==> src/hdl/swfr_pkg.sv <==
package swfr_pkg;

    // wrapping frame counters
    localparam int CNT_W      = 32;
    localparam int OUT_CNT_W  = 32;

    localparam int SYNC_LEN    = 5;
    localparam int PAYLOAD_LEN = 9;
    localparam int SYNC_POS_W  = $clog2(SYNC_LEN + 1);
    localparam int PAY_POS_W   = $clog2(PAYLOAD_LEN + 1);

    localparam logic [7:0] XOR_SEED = 8'h55;

    localparam logic [7:0] SYNC_C = 8'h43;
    localparam logic [7:0] SYNC_B = 8'h42;
    localparam logic [7:0] SYNC_A = 8'h41;
    localparam logic [7:0] SYNC_L = 8'h4C;

    // result kinds
    localparam logic KIND_GOOD = 1'b0;
    localparam logic KIND_BAD  = 1'b1;

    // payload byte places
    localparam int P_COUNT    = 0;
    localparam int P_RECEIVED = 1;
    localparam int P_STATUS   = 2;
    localparam int P_DIGITAL  = 3;
    localparam int P_MOTOR    = 4;
    localparam int P_ANALOG0  = 5;
    localparam int P_ANALOG1  = 6;
    localparam int P_ANALOG2  = 7;
    localparam int P_ANALOG3  = 8;

    typedef enum logic [1:0] {
        PH_HUNT,
        PH_PAYLOAD,
        PH_CHECK
    } swfr_phase_t;

    typedef struct packed {
        logic                             fire;
        logic                             kind;
        logic [PAYLOAD_LEN-1:0][7:0]      payload;
        logic [CNT_W-1:0]                 good;
        logic [CNT_W-1:0]                 bad;
    } swfr_result_t;

    // expected byte of the sync word at a given position
    function automatic logic [7:0] sync_char(input logic [SYNC_POS_W-1:0] pos);
        logic [7:0] ch;
        begin
            unique case (pos)
                SYNC_POS_W'(0): ch = SYNC_C;
                SYNC_POS_W'(1): ch = SYNC_B;
                SYNC_POS_W'(2): ch = SYNC_A;
                SYNC_POS_W'(3): ch = SYNC_L;
                SYNC_POS_W'(4): ch = SYNC_L;
                default:        ch = SYNC_C;
            endcase
            return ch;
        end
    endfunction

endpackage

==> src/hdl/swfr_parser.sv <==
module swfr_parser
    import swfr_pkg::*;
(
    input  logic         clk,
    input  logic         rst_n,
    input  logic         step,
    input  logic [7:0]   rx_byte,
    output swfr_result_t res
);

    swfr_phase_t              phase_reg, phase_next;
    logic [SYNC_POS_W-1:0]    sync_pos_reg, sync_pos_next;
    logic [PAY_POS_W-1:0]     pay_pos_reg, pay_pos_next;
    logic [7:0]               xor_reg, xor_next;
    logic [7:0]               last_count_reg, last_count_next;
    logic                     last_valid_reg, last_valid_next;
    logic [CNT_W-1:0]         good_reg, good_next;
    logic [CNT_W-1:0]         bad_reg, bad_next;
    logic [PAYLOAD_LEN-1:0][7:0] store_reg;

    logic sum_ok;
    logic is_new;

    assign sum_ok = (rx_byte == xor_reg);
    assign is_new = !last_valid_reg || (store_reg[P_COUNT] != last_count_reg);

    // next state
    always_comb
    begin
        phase_next    = phase_reg;
        sync_pos_next = sync_pos_reg;
        pay_pos_next  = pay_pos_reg;
        xor_next      = xor_reg;
        unique case (phase_reg)
            PH_HUNT:
            begin
                if (rx_byte == sync_char(sync_pos_reg))
                begin
                    if (sync_pos_reg == SYNC_POS_W'(SYNC_LEN - 1))
                    begin
                        phase_next    = PH_PAYLOAD;
                        sync_pos_next = '0;
                    end
                    else
                    begin
                        sync_pos_next = sync_pos_reg + 1'b1;
                    end
                end
                else if (rx_byte == SYNC_C)
                begin
                    sync_pos_next = SYNC_POS_W'(1);
                end
                else
                begin
                    sync_pos_next = '0;
                end
            end
            PH_PAYLOAD:
            begin
                xor_next = xor_reg ^ rx_byte;
                if (pay_pos_reg == PAY_POS_W'(PAYLOAD_LEN - 1))
                begin
                    phase_next   = PH_CHECK;
                    pay_pos_next = '0;
                end
                else
                begin
                    pay_pos_next = pay_pos_reg + 1'b1;
                end
            end
            PH_CHECK:
            begin
                phase_next = PH_HUNT;
                xor_next   = XOR_SEED;
            end
            default:
            begin
                phase_next = PH_HUNT;
            end
        endcase
    end

    // outputs and frame bookkeeping
    always_comb
    begin
        res             = '0;
        last_count_next = last_count_reg;
        last_valid_next = last_valid_reg;
        good_next       = good_reg;
        bad_next        = bad_reg;
        res.good        = good_reg;
        res.bad         = bad_reg;
        unique case (phase_reg)
            PH_CHECK:
            begin
                if (!sum_ok)
                begin
                    bad_next = bad_reg + 1'b1;
                    res.fire = 1'b1;
                    res.kind = KIND_BAD;
                    res.bad  = bad_next;
                end
                else if (is_new)
                begin
                    good_next       = good_reg + 1'b1;
                    last_count_next = store_reg[P_COUNT];
                    last_valid_next = 1'b1;
                    res.fire        = 1'b1;
                    res.kind        = KIND_GOOD;
                    res.payload     = store_reg;
                    res.good        = good_next;
                end
            end
            PH_HUNT, PH_PAYLOAD:
            begin
                res.fire = 1'b0;
            end
            default:
            begin
                res.fire = 1'b0;
            end
        endcase
    end

    always_ff @(posedge clk or negedge rst_n)
    begin
        if (!rst_n)
        begin
            phase_reg      <= PH_HUNT;
            sync_pos_reg   <= '0;
            pay_pos_reg    <= '0;
            xor_reg        <= XOR_SEED;
            last_count_reg <= '0;
            last_valid_reg <= 1'b0;
            good_reg       <= '0;
            bad_reg        <= '0;
        end
        else if (step)
        begin
            phase_reg      <= phase_next;
            sync_pos_reg   <= sync_pos_next;
            pay_pos_reg    <= pay_pos_next;
            xor_reg        <= xor_next;
            last_count_reg <= last_count_next;
            last_valid_reg <= last_valid_next;
            good_reg       <= good_next;
            bad_reg        <= bad_next;
        end
    end

    // payload capture, no reset needed
    always_ff @(posedge clk)
    begin
        if (step && (phase_reg == PH_PAYLOAD))
        begin
            store_reg[pay_pos_reg] <= rx_byte;
        end
    end

    a_hunt_clean: assert property (@(posedge clk) disable iff (!rst_n)
        (phase_reg == PH_HUNT) |-> (pay_pos_reg == '0 && xor_reg == XOR_SEED))
        else $error("hunt phase with stale frame state");

    a_fire_on_check: assert property (@(posedge clk) disable iff (!rst_n)
        res.fire |-> (phase_reg == PH_CHECK))
        else $error("result outside checksum byte");

    a_good_step: assert property (@(posedge clk) disable iff (!rst_n)
        (step && res.fire && res.kind == KIND_GOOD) |=>
            (good_reg == $past(good_reg) + 1'b1 && bad_reg == $past(bad_reg)))
        else $error("good counter out of step");

    a_repeat_silent: assert property (@(posedge clk) disable iff (!rst_n)
        (step && phase_reg == PH_CHECK && sum_ok && !is_new) |-> !res.fire)
        else $error("repeated count produced a result");

endmodule

==> src/hdl/sync_word_frame_receiver.sv <==
// sync word frame receiver
// byte channel: one received serial byte per item on rx_byte, qualified by
//   byte_valid and held off by byte_stall
// result channel: result_valid / result_stall with one port per field; an
//   item appears only on the checksum byte of a frame that either fails its
//   checksum (frame_kind 1, payload fields zero) or carries a new count
//   (frame_kind 0, all nine payload bytes)
// good_count and error_count are the wrapping frame counters after this
//   frame is counted
// the block hunts for the sync word C,B,A,L,L, then takes nine payload bytes
//   and a checksum byte equal to 0x55 xor the payload
// a byte taken into the input register is decoded from there into the result
//   register, from which its result is taken
// throughput: one byte per cycle while the result side does not stall, set by
//   the single decode stage between the input register and the result register
// reset clears the hunt, the counters and the last-count memory at once;
//   no sweep follows, bytes are taken from the first cycle
// a stalled result holds and decoding waits for it; the input register takes
//   one more byte, then byte_stall stays high until the result is taken
module sync_word_frame_receiver
    import swfr_pkg::*;
(
    input  logic                 clk,
    input  logic                 rst_n,
    input  logic                 byte_valid,
    output logic                 byte_stall,
    input  logic [7:0]           rx_byte,
    output logic                 result_valid,
    input  logic                 result_stall,
    output logic                 frame_kind,
    output logic [7:0]           seq_count,
    output logic [7:0]           seq_acked,
    output logic [7:0]           status_byte,
    output logic [7:0]           digital_in,
    output logic [7:0]           motor_in,
    output logic [7:0]           analog_zero,
    output logic [7:0]           analog_one,
    output logic [7:0]           analog_two,
    output logic [7:0]           analog_three,
    output logic [OUT_CNT_W-1:0] good_count,
    output logic [OUT_CNT_W-1:0] error_count
);

    // input register
    logic         in_full_reg, in_full_next;
    logic [7:0]   in_byte_reg;

    // result register
    logic         res_valid_reg, res_valid_next;
    swfr_result_t res_reg;

    swfr_result_t dec_res;
    logic         drain_ok;
    logic         advance;
    logic         take;

    // the result slot is free, or is being emptied this cycle
    assign drain_ok   = !res_valid_reg || !result_stall;
    assign advance    = in_full_reg && drain_ok;
    assign byte_stall = in_full_reg && !drain_ok;
    assign take       = byte_valid && !byte_stall;

    swfr_parser u_parser (
        .clk     (clk),
        .rst_n   (rst_n),
        .step    (advance),
        .rx_byte (in_byte_reg),
        .res     (dec_res)
    );

    always_comb
    begin
        if (take)
        begin
            in_full_next = 1'b1;
        end
        else if (advance)
        begin
            in_full_next = 1'b0;
        end
        else
        begin
            in_full_next = in_full_reg;
        end
    end

    always_comb
    begin
        if (advance && dec_res.fire)
        begin
            res_valid_next = 1'b1;
        end
        else if (!result_stall)
        begin
            res_valid_next = 1'b0;
        end
        else
        begin
            res_valid_next = res_valid_reg;
        end
    end

    always_ff @(posedge clk or negedge rst_n)
    begin
        if (!rst_n)
        begin
            in_full_reg   <= 1'b0;
            res_valid_reg <= 1'b0;
        end
        else
        begin
            in_full_reg   <= in_full_next;
            res_valid_reg <= res_valid_next;
        end
    end

    // payload registers
    always_ff @(posedge clk)
    begin
        if (take)
        begin
            in_byte_reg <= rx_byte;
        end
        if (advance && dec_res.fire)
        begin
            res_reg <= dec_res;
        end
    end

    assign result_valid = res_valid_reg;
    assign frame_kind   = res_reg.kind;
    assign seq_count    = res_reg.payload[P_COUNT];
    assign seq_acked    = res_reg.payload[P_RECEIVED];
    assign status_byte  = res_reg.payload[P_STATUS];
    assign digital_in   = res_reg.payload[P_DIGITAL];
    assign motor_in     = res_reg.payload[P_MOTOR];
    assign analog_zero  = res_reg.payload[P_ANALOG0];
    assign analog_one   = res_reg.payload[P_ANALOG1];
    assign analog_two   = res_reg.payload[P_ANALOG2];
    assign analog_three = res_reg.payload[P_ANALOG3];
    assign good_count   = OUT_CNT_W'(res_reg.good);
    assign error_count  = OUT_CNT_W'(res_reg.bad);

    a_no_overwrite: assert property (@(posedge clk) disable iff (!rst_n)
        (res_valid_reg && result_stall) |-> !(advance && dec_res.fire))
        else $error("pending result overwritten");

    a_stall_only_full: assert property (@(posedge clk) disable iff (!rst_n)
        byte_stall |-> (in_full_reg && res_valid_reg))
        else $error("input held off with room to spare");

    a_bad_zero: assert property (@(posedge clk) disable iff (!rst_n)
        (result_valid && frame_kind == KIND_BAD) |-> (seq_count == 8'h00))
        else $error("error item carries payload");

endmodule

==> config.mk <==
export PLATFORM = sky130hd
export DESIGN_NAME = sync_word_frame_receiver
export DESIGN_NICKNAME = d
export VERILOG_FILES = /design/src/hdl/swfr_pkg.sv /design/src/hdl/swfr_parser.sv /design/src/hdl/sync_word_frame_receiver.sv
export SDC_FILE = /design/constraint.sdc
export NUM_CORES = 1
export LEC_CHECK = 0
export BUFFER_PORTS_ARGS = -buffer_cell sky130_fd_sc_hd__buf_2
export CAP_MARGIN = 20
export CORE_MARGIN = 2
export CORE_UTILIZATION = 63
export CTS_BUF_LIST = sky130_fd_sc_hd__clkbuf_16
export DETAILED_ROUTE_END_ITERATION = 16
export PLACE_DENSITY = 0.84
export SYNTH_ARGS = -nofsm -noshare
export SYNTH_HDL_FRONTEND = slang
export SYNTH_HIERARCHICAL = 1
export SYNTH_SLANG_ARGS = --single-unit
==> constraint.sdc <==
create_clock -name clk -period 21.8 [get_ports clk]
set_input_delay 2.18 -clock clk [delete_from_list [all_inputs] [get_ports clk]]
set_output_delay 2.18 -clock clk [all_outputs]
set_load 0.01 [all_outputs]
==> metrics.log <==
INFO  metric run_status = finished clean
INFO  metric power.density_cell_area = 105 mW/mm^2
INFO  metric sink_count_of_the_clock_tree = 309
INFO  metric hold_path_depth = 1
INFO  metric post_synth_instance_area = 0.0130 sq mm
INFO  metric grt_start_max_net_pins = 86
INFO  metric synth_seq_cells = 309
INFO  metric largest_register_ffs = 72
INFO  metric fp.dieW = 148 microns
INFO  metric p_comb_frac = 0.161
INFO  metric fillers = 1251
INFO  metric power.total = 1.57 mW
INFO  metric min_period_over_period = 0.220
INFO  metric grt_setup_unrepaired = false
INFO  metric start_util = 0.642
INFO  metric design_area = 0.0150 sq mm
INFO  metric num-nets-final = 1128
INFO  metric synth_top_family_by_area = simple AND/OR/NAND/NOR gates
INFO  metric synth_area_in_simple_gates = 0.161
INFO  metric p_leak = 6.10 nW
INFO  metric grt_pass1_wl = 40300 microns
INFO  metric worst-endpoint-required = 19.62 ns
INFO  metric worst-r2r-setup-slack = 18.25 ns
INFO  metric timing.final.hold_violations = 0
INFO  metric routedWlPerCell = 18.2 microns
INFO  metric synth.net_count = 982
INFO  metric worstReg2RegStart = in_byte_reg[0]
INFO  metric holdCritStartpoint = u_parser/good_reg[31]
INFO  metric detail-route-antenna-nets = 0
INFO  metric grt_antenna_before_repair = 0
INFO  metric critical_path.startpoint_type = input pin
INFO  metric pwr-share-seq = 0.506
INFO  metric rr_endpoint = good_count[5]
INFO  metric post_route_cells_drive_above_1_share = 0.202
INFO  metric io-pin-count = 151
INFO  metric number_of_global_route_vias_before_repair = 7778
INFO  metric setup.worst_path.class = in -> out
INFO  metric cts_made_buffers = 30
INFO  metric clockPowerShare = 0.333
INFO  metric drt_pass1_iterations = 5
INFO  metric timing.final.max_slew_violations = 0
INFO  metric syn_avg_cell_area = 13.6 sq um
INFO  metric post_synth_mux_area_share = 0.0128
INFO  metric ctsRootBufferMaster = sky130_fd_sc_hd__clkbuf_16
INFO  metric finalSetupTns = 0 ns
INFO  metric cts.clk_slew.worst_paths = 0.06 ns
INFO  metric endpoint_kind = output port
INFO  metric globalRoute.totalOverflow = 0
INFO  metric worst_ep_arrival_time = 2.61 ns
INFO  metric drv_cap = 0
INFO  metric post-route-min-period = 4.79 ns
INFO  metric drt_iter0_drc = 681
INFO  metric max-slew-margin-rel = 0.275
INFO  metric xor_and_xnor_fraction_of_the_mapped_netlist_area = 0.0971
INFO  metric yosysWarningCount = 6
INFO  metric design.die.area = 0.0218 sq mm
INFO  metric cts.repair_timing.setup_buffer_count = 0
INFO  metric r2r.worst_path.cells = 5
INFO  metric gp_routability_congestion = 0.870
INFO  metric cts_resized = 0
INFO  metric synth_fa_ha_area_frac = 0.0135
INFO  metric core-area = 0.0202 sq mm
INFO  metric measured_slew_at_the_worst_slew_check_pin = 1.08 ns
INFO  metric layout_commonest_cell = sky130_fd_sc_hd__edfxtp_1
INFO  metric power.switching = 0.424 mW
INFO  metric clock_insertion_delay_worst_skew = 0.54 ns
INFO  metric cts_tree = yes
INFO  metric drt-vias-per-instance = 5.70
INFO  metric synth_compound_area_frac = 0.0174
INFO  metric drt_wl_total = 25400 microns
INFO  metric m1_gr_usage = 0.325
INFO  metric die_h = 148 microns
INFO  metric vdd_drop_max = 0.0764 mV
INFO  metric hold-path-endpoint = u_parser/good_reg[31]
INFO  metric port-buffer-count = 150
INFO  metric timing.final.setup_violations = 0
INFO  metric clock_tree.buffer_depth = 3
INFO  metric finClkSkew = 0.0111 ns
INFO  metric htreeDepth = 1
INFO  metric areaGrowthSynthToFinish = 15.6%
INFO  metric detailed_place_hpwl = 16000 microns
INFO  metric post_dp_cell_area = 0.0140 sq mm
INFO  metric critPathMaxFanout = 3
INFO  metric gr_met3_demand_resource = 0.0327
INFO  metric remaining_drc_errors = 0
INFO  metric diodes = 0
INFO  metric switching_share = 0.270
INFO  metric global_route.usage.met2 = 0.391
INFO  metric postCtsHoldBufs = 0
INFO  metric synth_sequential_area_ratio = 0.679
INFO  metric layout_common_cells = sky130_fd_sc_hd__edfxtp_1, sky130_fd_sc_hd__buf_2, sky130_fd_sc_hd__and2_1, sky130_fd_sc_hd__dfrtp_1, sky130_fd_sc_hd__xor2_1
INFO  metric route.vias.total = 7961
INFO  metric busiest_layer = met2
INFO  metric internal-power = 1.15 mW
INFO  metric placementRows = 52
INFO  metric hp-class = reg -> reg
INFO  metric max_freq = 0.209 GHz
INFO  metric globalRouteTotalUtil = 0.233
INFO  metric synthDistinctLibCells = 45
INFO  metric post_synth_inst_count = 956
[how the worst max path moves through the flow]
stage                            start                    end  slack (ns)  cells after the start
after global placement    result_stall  u_parser/good_reg[13]       16.81                      7
after CTS                 result_stall             byte_stall       17.00                      4
after floorplan           result_stall          analog_one[0]       12.50                      1
after global routing      result_stall             byte_stall       16.98                      4
final                     result_stall             byte_stall       17.01                      4
after detailed placement  result_stall   u_parser/good_reg[2]       16.75                      7
[metrics by stage]
stage / util / setup WS [ns] / hold WS (ns) / std cells
2_1_floorplan: - / 12.50 / 0.457 / 956
3_3_place_gp: 0.692 / 16.81 / 0.476 / 1340
3_5_place_dp: 0.692 / 16.75 / 0.481 / 1340
4_1_cts: 0.742 / 17.00 / 0.489 / 1396
5_1_grt: 0.742 / 16.98 / 0.520 / 1396
6_report: 0.742 / 17.01 / 0.487 / 1396
[power by group through the flow]
stage          sequential [mW]  clock [mW]  combinational [mW]
6_report                 0.794       0.524               0.253
5_1_grt                  0.804       0.555               0.278
4_1_cts                  0.794       0.533               0.254
3_5_place_dp             0.805           0               0.252
3_3_place_gp             0.802           0               0.242
2_1_floorplan            0.848           0               0.114
[cells by family after synthesis]
logic type / Yosys count
AND/OR/NAND/NOR: 372
flip-flops: 309
XOR/XNOR: 144
buffers and inverters: 63
AO/OA/AOI/OAI: 39
multiplexers: 15
adder cells (fa/ha/maj): 14
[per-layer routing]
metal | vias up | wire length, microns
met5 | - | 0
met4 | 0 | 485
met3 | 46 | 1480
met2 | 294 | 12600
met1 | 3895 | 10800
li1 | 3726 | -
[worst max-delay path, cell delays in order]
cell and delay, ns:
sky130_fd_sc_hd__buf_2 0.14, sky130_fd_sc_hd__nand3_2 0.11, sky130_fd_sc_hd__inv_1 0.07, sky130_fd_sc_hd__buf_2 0.12
[final cells by class]
type,count,area (sq um),area share
Clock buffer,31,776,0.0517
Clock inverter,25,243,0.0162
Multi-Input combinational cell,584,3950,0.263
Tap cell,270,338,0.0225
Inverter,19,71.3,0.00475
Sequential cell,309,8820,0.588
Timing Repair Buffer,158,813,0.0542
[Yosys cell counts (all sizes together)]
cell	number	area (sq um)
nand2	41	154
o31ai	3	22.5
buf	6	25.0
nand2b	3	18.8
clkbuf	38	150
o22ai	1	6.26
dfrtp	88	2200
dfstp	4	105
nor2b	2	12.5
o311ai	1	8.76
or3	1	6.26
nand3	62	315
nor2	20	75.1
inv	18	67.6
and4	4	35.0
edfxtp	217	6520
nor4	16	130
and2	94	588
a21o	1	7.51
o21ai	15	75.1
a311o	1	10.0
mux2i	2	20.0
nor3b	6	45.0
mux2	13	146
and3	16	100
ha	14	175
nor4b	1	8.76
a21oi	13	65.1
a211oi	2	15.0
nor3	65	342
nand4	39	244
clkinv	1	3.75
xor2	75	657
and3b	1	8.76
or4	1	7.51
xnor2	69	604
o211ai	1	7.51
a41oi	1	8.76
Note: power is estimated with default switching activity, not from simulation.
